===== src/design/was_pkg.sv =====
`timescale 1ns / 1ps
// ----------------------------------------------------------------------------
// was_pkg
// Shared constants, operation and status codes, and the command and status
// bundles between the weekly alarm table controller and datapath.
// ----------------------------------------------------------------------------
package was_pkg;

    localparam int DAYS      = 7;
    localparam int SLOTS_DEF = 5;
    localparam int HOURS     = 24;
    localparam int MINUTES   = 60;

    localparam logic [2:0] OP_ADD    = 3'd0;
    localparam logic [2:0] OP_REMOVE = 3'd1;
    localparam logic [2:0] OP_SET    = 3'd2;
    localparam logic [2:0] OP_CLEAR  = 3'd3;
    localparam logic [2:0] OP_READ   = 3'd4;
    localparam logic [2:0] OP_FIND   = 3'd5;

    localparam logic [2:0] STAT_OK       = 3'd0;
    localparam logic [2:0] STAT_BAD      = 3'd1;
    localparam logic [2:0] STAT_DUP      = 3'd2;
    localparam logic [2:0] STAT_NOTFOUND = 3'd3;
    localparam logic [2:0] STAT_FULL     = 3'd4;

    // controller to datapath
    typedef struct packed {
        logic       load;
        logic       rd_en;
        logic [2:0] rd_slot;
        logic       wr_en;
        logic [2:0] wr_slot;
        logic       wr_shift;
        logic       chk_en;
        logic       finish;
        logic [2:0] status;
        logic [2:0] cnt_new;
    } cmd_t;

    // datapath to controller
    typedef struct packed {
        logic       bad;
        logic [2:0] op;
        logic [2:0] slot;
        logic [2:0] cnt;
        logic       hit;
        logic       out_free;
    } sts_t;

endpackage


===== src/design/was_ctrl.sv =====
`timescale 1ns / 1ps
// ----------------------------------------------------------------------------
// was_ctrl
// Sequencer for one table operation: dispatch, slot walk over the day,
// shift-down after a remove, and hand-off of the result beat.
// ----------------------------------------------------------------------------
module was_ctrl #(
    parameter int SLOTS = was_pkg::SLOTS_DEF
) (
    input  logic          clk,
    input  logic          rst_n,
    input  logic          in_valid,
    output logic          in_ready,
    input  was_pkg::sts_t sts,
    output was_pkg::cmd_t cmd
);

    typedef enum logic [2:0] {
        S_IDLE,
        S_DISPATCH,
        S_SCAN,
        S_SHIFT_RD,
        S_SHIFT_WR,
        S_DONE
    } state_t;

    state_t     state_reg, state_next;
    logic [2:0] iss_reg, iss_next;
    logic       chk_vld_reg, chk_vld_next;
    logic [2:0] chk_idx_reg, chk_idx_next;
    logic [2:0] j_reg, j_next;
    logic [2:0] res_status_reg, res_status_next;
    logic [2:0] res_cnt_reg, res_cnt_next;

    always_comb
    begin
        state_next      = state_reg;
        iss_next        = iss_reg;
        chk_vld_next    = chk_vld_reg;
        chk_idx_next    = chk_idx_reg;
        j_next          = j_reg;
        res_status_next = res_status_reg;
        res_cnt_next    = res_cnt_reg;
        in_ready        = 1'b0;
        cmd             = '0;
        cmd.status      = res_status_reg;
        cmd.cnt_new     = res_cnt_reg;

        unique case (state_reg)
            S_IDLE:
            begin
                in_ready = 1'b1;
                if (in_valid)
                begin
                    cmd.load   = 1'b1;
                    state_next = S_DISPATCH;
                end
            end

            S_DISPATCH:
            begin
                iss_next        = 3'd0;
                chk_vld_next    = 1'b0;
                res_cnt_next    = sts.cnt;
                res_status_next = was_pkg::STAT_OK;
                state_next      = S_DONE;
                if (sts.bad)
                begin
                    res_status_next = was_pkg::STAT_BAD;
                end
                else
                begin
                    unique case (sts.op)
                        was_pkg::OP_ADD, was_pkg::OP_REMOVE, was_pkg::OP_FIND:
                        begin
                            state_next = S_SCAN;
                        end
                        was_pkg::OP_SET:
                        begin
                            cmd.wr_en   = 1'b1;
                            cmd.wr_slot = sts.slot;
                            if (sts.slot >= sts.cnt)
                            begin
                                res_cnt_next = sts.slot + 3'd1;
                            end
                        end
                        was_pkg::OP_CLEAR:
                        begin
                            res_cnt_next = 3'd0;
                        end
                        was_pkg::OP_READ:
                        begin
                            if (sts.slot < sts.cnt)
                            begin
                                cmd.rd_en   = 1'b1;
                                cmd.rd_slot = sts.slot;
                            end
                            else
                            begin
                                res_status_next = was_pkg::STAT_NOTFOUND;
                            end
                        end
                        default:
                        begin
                            res_status_next = was_pkg::STAT_BAD;
                        end
                    endcase
                end
            end

            S_SCAN:
            begin
                // one read issued per cycle, its compare in the cycle after
                cmd.chk_en = chk_vld_reg;
                priority if (sts.op != was_pkg::OP_FIND && sts.hit)
                begin
                    chk_vld_next = 1'b0;
                    if (sts.op == was_pkg::OP_ADD)
                    begin
                        res_status_next = was_pkg::STAT_DUP;
                        state_next      = S_DONE;
                    end
                    else
                    begin
                        j_next     = chk_idx_reg;
                        state_next = S_SHIFT_RD;
                    end
                end
                else if (iss_reg >= sts.cnt)
                begin
                    chk_vld_next = 1'b0;
                    state_next   = S_DONE;
                    if (sts.op == was_pkg::OP_ADD)
                    begin
                        if (sts.cnt >= 3'(SLOTS))
                        begin
                            res_status_next = was_pkg::STAT_FULL;
                        end
                        else
                        begin
                            cmd.wr_en    = 1'b1;
                            cmd.wr_slot  = sts.cnt;
                            res_cnt_next = sts.cnt + 3'd1;
                        end
                    end
                    else if (sts.op == was_pkg::OP_REMOVE)
                    begin
                        res_status_next = was_pkg::STAT_NOTFOUND;
                    end
                end
                else
                begin
                    cmd.rd_en    = 1'b1;
                    cmd.rd_slot  = iss_reg;
                    iss_next     = iss_reg + 3'd1;
                    chk_vld_next = 1'b1;
                    chk_idx_next = iss_reg;
                end
            end

            S_SHIFT_RD:
            begin
                if (({1'b0, j_reg} + 4'd1) < {1'b0, sts.cnt})
                begin
                    cmd.rd_en   = 1'b1;
                    cmd.rd_slot = j_reg + 3'd1;
                    state_next  = S_SHIFT_WR;
                end
                else
                begin
                    res_cnt_next = sts.cnt - 3'd1;
                    state_next   = S_DONE;
                end
            end

            S_SHIFT_WR:
            begin
                cmd.wr_en    = 1'b1;
                cmd.wr_shift = 1'b1;
                cmd.wr_slot  = j_reg;
                j_next       = j_reg + 3'd1;
                state_next   = S_SHIFT_RD;
            end

            S_DONE:
            begin
                cmd.finish = sts.out_free;
                if (sts.out_free)
                begin
                    state_next = S_IDLE;
                end
            end

            default:
            begin
                state_next = S_IDLE;
            end
        endcase
    end

    always_ff @(posedge clk or negedge rst_n)
    begin
        if (!rst_n)
        begin
            state_reg      <= S_IDLE;
            iss_reg        <= 3'd0;
            chk_vld_reg    <= 1'b0;
            chk_idx_reg    <= 3'd0;
            j_reg          <= 3'd0;
            res_status_reg <= was_pkg::STAT_OK;
            res_cnt_reg    <= 3'd0;
        end
        else
        begin
            state_reg      <= state_next;
            iss_reg        <= iss_next;
            chk_vld_reg    <= chk_vld_next;
            chk_idx_reg    <= chk_idx_next;
            j_reg          <= j_next;
            res_status_reg <= res_status_next;
            res_cnt_reg    <= res_cnt_next;
        end
    end

endmodule


===== src/design/was_dpath.sv =====
`timescale 1ns / 1ps
// ----------------------------------------------------------------------------
// was_dpath
// Point memory with per-entry valid bits, day counts, argument capture,
// match and next-alarm compare, last reported alarm and the result register.
// ----------------------------------------------------------------------------
module was_dpath #(
    parameter int SLOTS = was_pkg::SLOTS_DEF
) (
    input  logic          clk,
    input  logic          rst_n,
    input  logic [2:0]    operation,
    input  logic [2:0]    weekday,
    input  logic [2:0]    slot,
    input  logic [4:0]    hour,
    input  logic [5:0]    minute,
    input  was_pkg::cmd_t cmd,
    output was_pkg::sts_t sts,
    input  logic          out_ready,
    output logic          out_valid,
    output logic [2:0]    status,
    output logic [2:0]    entry_count,
    output logic [4:0]    entry_hour,
    output logic [5:0]    entry_minute,
    output logic          alarm_found,
    output logic          alarm_changed,
    output logic          alarm_cancel
);

    localparam int DEPTH = was_pkg::DAYS * SLOTS;
    localparam int AW    = $clog2(DEPTH);

    // captured arguments
    logic [2:0] op_reg, wd_reg, slot_reg;
    logic [4:0] hour_reg;
    logic [5:0] minute_reg;

    logic [2:0]       day_cnt_reg [was_pkg::DAYS];
    logic [10:0]      mem [DEPTH];
    logic [DEPTH-1:0] valid_reg;
    logic [10:0]      mem_q_reg;
    logic             mem_vld_reg;

    logic        best_vld_reg;
    logic [4:0]  best_h_reg;
    logic [5:0]  best_m_reg;
    logic [10:0] best_t_reg;

    logic [2:0] last_day_reg;
    logic [4:0] last_h_reg;
    logic [5:0] last_m_reg;
    logic       last_act_reg;

    logic       out_vld_reg;
    logic [2:0] out_status_reg, out_count_reg;
    logic [4:0] out_hour_reg;
    logic [5:0] out_minute_reg;
    logic       out_found_reg, out_changed_reg, out_cancel_reg;

    logic [2:0]    day;
    logic          time_ok, slot_ok, bad;
    logic [2:0]    cnt;
    logic [10:0]   rd_pt, wr_data;
    logic [4:0]    rd_h;
    logic [5:0]    rd_m;
    logic [10:0]   now_t, rd_t;
    logic          better, changed, is_find, find_ok, read_ok;
    logic [AW-1:0] rd_addr, wr_addr;

    function automatic logic [AW-1:0] pt_addr(input logic [2:0] d, input logic [2:0] s);
        logic [AW-1:0] a;
        a = AW'(d) * AW'(SLOTS) + AW'(s);
        return a;
    endfunction

    always_comb
    begin
        day     = wd_reg - 3'd1;
        time_ok = (hour_reg < 5'(was_pkg::HOURS)) && (minute_reg < 6'(was_pkg::MINUTES));
        slot_ok = slot_reg < 3'(SLOTS);
        unique case (op_reg)
            was_pkg::OP_ADD, was_pkg::OP_REMOVE, was_pkg::OP_FIND:
                bad = (wd_reg == 3'd0) || !time_ok;
            was_pkg::OP_SET:   bad = (wd_reg == 3'd0) || !time_ok || !slot_ok;
            was_pkg::OP_CLEAR: bad = (wd_reg == 3'd0);
            was_pkg::OP_READ:  bad = (wd_reg == 3'd0) || !slot_ok;
            default:           bad = 1'b1;
        endcase
        cnt = (wd_reg == 3'd0) ? 3'd0 : day_cnt_reg[day];

        // an entry never written reads as zero
        rd_pt = mem_vld_reg ? mem_q_reg : 11'd0;
        rd_h  = rd_pt[4:0];
        rd_m  = rd_pt[10:5];

        now_t  = 11'(hour_reg) * 11'd60 + 11'(minute_reg);
        rd_t   = 11'(rd_h) * 11'd60 + 11'(rd_m);
        better = (rd_t > now_t) && (!best_vld_reg || rd_t < best_t_reg);

        wr_data = cmd.wr_shift ? rd_pt : {minute_reg, hour_reg};
        rd_addr = pt_addr(day, cmd.rd_slot);
        wr_addr = pt_addr(day, cmd.wr_slot);

        is_find = (op_reg == was_pkg::OP_FIND);
        find_ok = !bad && is_find;
        read_ok = !bad && (op_reg == was_pkg::OP_READ) && (cmd.status == was_pkg::STAT_OK);
        changed = best_vld_reg && (!last_act_reg || last_day_reg != wd_reg ||
                  last_h_reg != best_h_reg || last_m_reg != best_m_reg);

        sts.bad      = bad;
        sts.op       = op_reg;
        sts.slot     = slot_reg;
        sts.cnt      = cnt;
        sts.hit      = cmd.chk_en && (rd_h == hour_reg) && (rd_m == minute_reg);
        sts.out_free = !out_vld_reg || out_ready;
    end

    // point memory
    always_ff @(posedge clk)
    begin
        if (cmd.wr_en)
        begin
            mem[wr_addr] <= wr_data;
        end
        if (cmd.rd_en)
        begin
            mem_q_reg <= mem[rd_addr];
        end
    end

    always_ff @(posedge clk or negedge rst_n)
    begin
        if (!rst_n)
        begin
            valid_reg   <= '0;
            mem_vld_reg <= 1'b0;
        end
        else
        begin
            if (cmd.wr_en)
            begin
                valid_reg[wr_addr] <= 1'b1;
            end
            if (cmd.rd_en)
            begin
                mem_vld_reg <= valid_reg[rd_addr];
            end
        end
    end

    // arguments, best candidate and result fields
    always_ff @(posedge clk)
    begin
        if (cmd.load)
        begin
            op_reg     <= operation;
            wd_reg     <= weekday;
            slot_reg   <= slot;
            hour_reg   <= hour;
            minute_reg <= minute;
        end
        if (cmd.chk_en && better)
        begin
            best_h_reg <= rd_h;
            best_m_reg <= rd_m;
            best_t_reg <= rd_t;
        end
        if (cmd.finish)
        begin
            out_status_reg  <= cmd.status;
            out_count_reg   <= bad ? 3'd0 : cmd.cnt_new;
            out_hour_reg    <= read_ok ? rd_h :
                               (find_ok && best_vld_reg) ? best_h_reg : 5'd0;
            out_minute_reg  <= read_ok ? rd_m :
                               (find_ok && best_vld_reg) ? best_m_reg : 6'd0;
            out_found_reg   <= find_ok && best_vld_reg;
            out_changed_reg <= find_ok && changed;
            out_cancel_reg  <= find_ok && !best_vld_reg && last_act_reg;
        end
    end

    always_ff @(posedge clk or negedge rst_n)
    begin
        if (!rst_n)
        begin
            for (int d = 0; d < was_pkg::DAYS; d++)
            begin
                day_cnt_reg[d] <= 3'd0;
            end
            best_vld_reg <= 1'b0;
            last_day_reg <= 3'd0;
            last_h_reg   <= 5'd0;
            last_m_reg   <= 6'd0;
            last_act_reg <= 1'b0;
            out_vld_reg  <= 1'b0;
        end
        else
        begin
            if (cmd.load)
            begin
                best_vld_reg <= 1'b0;
            end
            else if (cmd.chk_en && better)
            begin
                best_vld_reg <= 1'b1;
            end

            if (cmd.finish)
            begin
                out_vld_reg <= 1'b1;
                if (!bad)
                begin
                    day_cnt_reg[day] <= cmd.cnt_new;
                end
                if (find_ok && changed)
                begin
                    last_day_reg <= wd_reg;
                    last_h_reg   <= best_h_reg;
                    last_m_reg   <= best_m_reg;
                    last_act_reg <= 1'b1;
                end
                else if (find_ok && !best_vld_reg)
                begin
                    last_act_reg <= 1'b0;
                end
            end
            else if (out_ready)
            begin
                out_vld_reg <= 1'b0;
            end
        end
    end

    assign out_valid     = out_vld_reg;
    assign status        = out_status_reg;
    assign entry_count   = out_count_reg;
    assign entry_hour    = out_hour_reg;
    assign entry_minute  = out_minute_reg;
    assign alarm_found   = out_found_reg;
    assign alarm_changed = out_changed_reg;
    assign alarm_cancel  = out_cancel_reg;

endmodule


===== src/design/weekly_alarm_schedule_table_top.sv =====
`timescale 1ns / 1ps
// ----------------------------------------------------------------------------
// weekly_alarm_schedule_table_top
// Weekly alarm table: per weekday up to SLOTS hour:minute points, with add,
// remove, set, clear, read and find-next operations.
// ----------------------------------------------------------------------------
// Usage
//   One operation enters per beat on the s_axis channel; exactly one result
//   beat leaves on m_axis for each. Operations are handled one at a time.
//   A bad argument, set, clear or read goes straight to the result; add and
//   find-next walk the day's points (at most SLOTS), and remove walks them
//   and then shifts the later points down.
//   The walk reads one point per cycle through the single read port
//   of the point memory; a remove moves each later point with one read and
//   one write. The next operation is accepted at the earliest in the cycle
//   after the result is registered.
//   s_axis_tready rises again the cycle after the result moves into the
//   output register, so the next operation can enter while a result beat is
//   still waiting on m_axis_tready. A held result stalls only the next one.
//   Reset clears the day counts, the point valid bits (every point reads as
//   00:00) and the last reported alarm; no clearing pass is needed.
// ----------------------------------------------------------------------------
module weekly_alarm_schedule_table_top #(
    parameter int SLOTS = was_pkg::SLOTS_DEF
) (
    input  logic        clk,
    input  logic        rst_n,
    input  logic        s_axis_tvalid,
    output logic        s_axis_tready,
    // operation[2:0], weekday[5:3], slot[8:6], hour[13:9], minute[19:14]
    input  logic [23:0] s_axis_tdata,
    output logic        m_axis_tvalid,
    input  logic        m_axis_tready,
    // status[2:0], entry_count[5:3], entry_hour[10:6], entry_minute[16:11],
    // alarm_found[17], alarm_changed[18], alarm_cancel[19]
    output logic [23:0] m_axis_tdata
);

    was_pkg::cmd_t cmd;
    was_pkg::sts_t sts;

    logic [2:0] status, entry_count;
    logic [4:0] entry_hour;
    logic [5:0] entry_minute;
    logic       alarm_found, alarm_changed, alarm_cancel;

    was_ctrl #(
        .SLOTS (SLOTS)
    ) u_ctrl (
        .clk      (clk),
        .rst_n    (rst_n),
        .in_valid (s_axis_tvalid),
        .in_ready (s_axis_tready),
        .sts      (sts),
        .cmd      (cmd)
    );

    was_dpath #(
        .SLOTS (SLOTS)
    ) u_dpath (
        .clk           (clk),
        .rst_n         (rst_n),
        .operation     (s_axis_tdata[2:0]),
        .weekday       (s_axis_tdata[5:3]),
        .slot          (s_axis_tdata[8:6]),
        .hour          (s_axis_tdata[13:9]),
        .minute        (s_axis_tdata[19:14]),
        .cmd           (cmd),
        .sts           (sts),
        .out_ready     (m_axis_tready),
        .out_valid     (m_axis_tvalid),
        .status        (status),
        .entry_count   (entry_count),
        .entry_hour    (entry_hour),
        .entry_minute  (entry_minute),
        .alarm_found   (alarm_found),
        .alarm_changed (alarm_changed),
        .alarm_cancel  (alarm_cancel)
    );

    assign m_axis_tdata = {4'd0, alarm_cancel, alarm_changed, alarm_found,
                           entry_minute, entry_hour, entry_count, status};

endmodule


===== config.mk =====
export PLATFORM = sky130hd
export DESIGN_NAME = weekly_alarm_schedule_table_top
export DESIGN_NICKNAME = d
export VERILOG_FILES = /design/src/design/was_pkg.sv /design/src/design/was_ctrl.sv /design/src/design/was_dpath.sv /design/src/design/weekly_alarm_schedule_table_top.sv
export SDC_FILE = /design/constraint.sdc
export NUM_CORES = 1
export LEC_CHECK = 0
export BUFFER_PORTS_ARGS = -buffer_cell sky130_fd_sc_hd__buf_4
export CAP_MARGIN = 20
export CORE_AREA = 3 3 213 215
export CTS_CLUSTER_SIZE = 8
export DETAILED_ROUTE_END_ITERATION = 10
export DIE_AREA = 0 0 216 218
export GPL_ROUTABILITY_DRIVEN = 0
export PLACE_DENSITY = 0.8
export RECOVER_POWER = 25
export SETUP_SLACK_MARGIN = 0.1
export SLEW_MARGIN = 0
export SYNTH_ARGS = -nofsm -noshare
export SYNTH_HDL_FRONTEND = slang
export SYNTH_SLANG_ARGS = --single-unit

===== constraint.sdc =====
create_clock -name clk -period 6.42 [get_ports clk]
set_clock_uncertainty 0.05 [all_clocks]
set_input_delay 0.642 -clock clk [delete_from_list [all_inputs] [get_ports clk]]
set_output_delay 0.642 -clock clk [all_outputs]
set_load 0.005 [all_outputs]

==> impl_metrics.yaml <==
synthesis:
  ys.flop_type: "edfxtp_1"
  synth_edf_count: 456
  synth_area_leader_cell: "edfxtp_1"
  synth-async-reset-ratio_pct: 16.94
  syn_area_um2: 24880
  ys_warn_count: 0
  synth-seq-area-share_pct: 64.40
  synth_top_area_share_pct: 55.04
  syn_inst: 1572
  ys_types: 73
  synthTopCellsByArea: "edfxtp_1 (55%), mux4_2 (11%), dfrtp_1 (9.4%), ha_1 (3.7%), mux2_2 (2.0%)"
  postSynthAreaPerCell_um2: 15.82
  synth_seq_cells: 549
timing:
  relSlewSlack_pct: -87.25
  slew_viol_final: 298
  worst-slew-pin-transition_ns: 2.809
  rsz0062_at_grt: "false"
  hold_violations: 0
  fin_hold_ws_ns: 0.1956
  setup_viol: 0
  period_share_pct: 93.93
  max_freq_mhz: 165.8
  finalSetupTns_ns: 0
  fin_crit_ns: 6.031
clock_network:
  h-tree-depth: 3
  numCtsBuffers: 78
  clockBufferDepth: 3
  cts_root_buf: "clkbuf_16"
  clkTransAtPathRegs_ns: 0.05
  cts_tree: "yes"
  insertion_delay_ns: 0.60
  cts.sinks: 549
routing:
  via_count: 14670
  drt_iter0_drc: 1393
  drc: 0
  drt.antenna.violating_nets: 0
  wl_um: 57410
  drt_pass1_iterations: 5
  vias_per_cell: 6.206
  wl_per_cell_um: 24.28
die:
  core_um2: 43930
  ios: 54
  die_area_um2: 47090
  die_h_um: 218
  rows: 77
  initial_core_util_pct: 56.62
  chipWidth_um: 216
grt:
  grt_pass1_wl_um: 88910
  grt_max_degree: 65
  overflow: 0
  globalRouteTotalUtil_pct: 24.92
  antenna_found_initial: 1
  grt_pass1_vias: 14940
worst_setup_path:
  crit_path_max_incr_delay_ns: 0.87
  r2r-end: "u_dpath.mem_q_reg[6]"
  timing.rr.start: "u_dpath.mem_vld_reg"
  crit_top_cell: "nand2_1"
  cp.arrival_ns: 6.31
  reg2regPathDepth: 19
  path_buf_inv: 4
  crit_slowest_cell: "fa_4"
  crit_chain: "buf_4 -> nand2_1 -> inv_1 -> ha_1 -> nand2_1 -> nor4b_2 -> o211ai_1 -> or4_4 -> nand2_1 -> nor2_1 -> a211o_1 -> ha_4 -> fa_4 -> buf_12 -> buf_12 -> mux4_2 -> mux4_2 -> mux2i_1 -> a21oi_1"
  worstPathRequired_ns: 6.70
  rrSetupSlack_ns: 0.39
  cp_max_fo: 23
  cp-end-kind: "flop"
  cp-start-kind: "flop"
  path_class: "flop to flop"
  crit_family: "simple AND/OR/NAND/NOR gates"
finish:
  final_cell_mix: "edfxtp_1 (456), mux4_2 (120), dfrtp_1 (93), nand2_1 (80), clkbuf_16 (80)"
  stdcell_count: 2364
  antenna_cells: 0
  syn2layout_area_growth_pct: 15.83
  largest_register_ffs: 385
  multi_input_area_um2: 8403
  final_common_cell: "edfxtp_1"
  layout-drive-gt1-share_pct: 23.02
  post-route-util_pct: 65.59
  fillers: 2917
  regArea_um2: 16020
  num-nets-final: 1833
placement:
  hpwl_um: 34860
  dpl.cell_count: 2218
  io_buffers: 45
min_path:
  hold_start: "s_axis_tdata[0]"
  hp-class: "input port to flop"
  whs_path_depth: 1
  hold_path_end: "u_dpath.op_reg[0]"
power_and_ir_drop:
  p_int_w: 0.008624
  ir_drop_mv: 0.2662
  p_sw_w: 0.004239
  power_density_nw_per_um2: 446.4
  clkPwrFrac_pct: 29.4
  power.leakage_nw: 10.82
  swShare_pct: 32.95
  p_seq_share_pct: 36.6
  p_comb_share_pct: 34.0
run:
  maxCapViolations: 8
status:
  violations: "max-capacitance violations, max-slew violations"
  status: "finished, violations left"
==> cells in the mapped netlist, drive strengths merged (19+ instances only) <==
master	instances
dfrtp	93
or2	19
nor3	26
nor2	77
xnor2	40
mux2	45
a21o	28
mux4	120
clkbuf	37
o21ai	43
nand3	29
edfxtp	456
mux2i	32
buf	32
inv	79
nand2	81
ha	74
a21oi	51
==> worst reg2reg max path, cell delays in order (launching register included) <==
cell and delay, ns:
dfrtp_1 0.51, buf_4 0.24, nand2_1 0.20, inv_1 0.14, ha_1 0.33, nand2_1 0.11, nor4b_2 0.33, o211ai_1 0.16
or4_4 0.55, nand2_1 0.14, nor2_1 0.06, a211o_1 0.27, ha_4 0.18, fa_4 0.87, buf_12 0.16, buf_12 0.21
mux4_2 0.36, mux4_2 0.53, mux2i_1 0.26, a21oi_1 0.11
==> routing by layer <==
| layer | part of all wire [%] | vias to the layer above | track usage [%] |
|---|---|---|---|
| met5 | 0.023 | - | 0 |
| met4 | 3.6 | 2 | 9.149 |
| met3 | 7.5 | 144 | 5.504 |
| met2 | 49 | 719 | 40.45 |
| met1 | 40 | 7440 | 33.67 |
| li1 | - | 6367 | - |
==> logic make-up (layout without fill, tap and decap cells) <==
group | Yosys count | after routing | synth area share [%]
xor+xnor | 57 | 57 | 2.007
flops | 549 | 549 | 64.40
compound gates | 206 | 206 | 5.457
fa+ha+maj | 89 | 89 | 4.929
mux | 197 | 197 | 14.20
buf+inv | 148 | 345 | 2.419
other cells | 1 | 4 | 0.01507
simple gates | 325 | 325 | 6.569
==> worst max path at each step <==
stage / from / end / slack [ns] / cells past startpoint
after CTS: u_dpath.mem_q_reg[1] / u_dpath.best_t_reg[5] / 0.20 / 18
after detailed placement: u_dpath.mem_q_reg[1] / u_dpath.best_t_reg[9] / 0.24 / 18
after global placement: u_dpath.wd_reg[1] / u_dpath.mem_q_reg[9] / 0.25 / 22
after floorplan: u_dpath.wd_reg[0] / u_dpath.mem[22][0] / 0.17 / 22
after global routing: u_dpath.wd_reg[1] / u_dpath.mem_q_reg[9] / 0.11 / 21
final: u_dpath.mem_vld_reg / u_dpath.mem_q_reg[6] / 0.39 / 19
==> layout make-up <==
class | instances | area share, %
Clock buffer | 131 | 7.612
Sequential cell | 549 | 55.60
Timing Repair Buffer | 130 | 3.691
Tap cell | 592 | 2.571
Clock inverter | 5 | 0.3387
Multi-Input combinational cell | 878 | 29.16
Inverter | 79 | 1.029
==> power by group through the flow <==
stage                     combinational, W  clock [W]  sequential, W
after floorplan                    0.00293          0        0.00468
after global placement             0.00411          0        0.00472
after detailed placement           0.00427          0        0.00474
after CTS                          0.00434    0.00385        0.00469
after global routing               0.00472    0.00401        0.00474
final                              0.00437    0.00378        0.00471
==> metrics by stage <==
stage               total power [W]  setup slack, ns  area, µm²
finish                      0.01286           0.3895      28820
detailed placement         0.009018           0.2375      26480
floorplan                  0.007603           0.1739      24890
global placement           0.008835           0.2501      26450
global route                0.01347           0.1128      28820
CTS                         0.01288           0.2005      28770
==> timing repair <==
action | 4_1_cts | 5_1_grt
resized for setup | 0 | 3
endpoints found under the setup margin | 0 | 53
setup buffers | 0 | 10
hold buffers | 0 | 0
No activity file was read; power rests on OpenSTA's default activity.
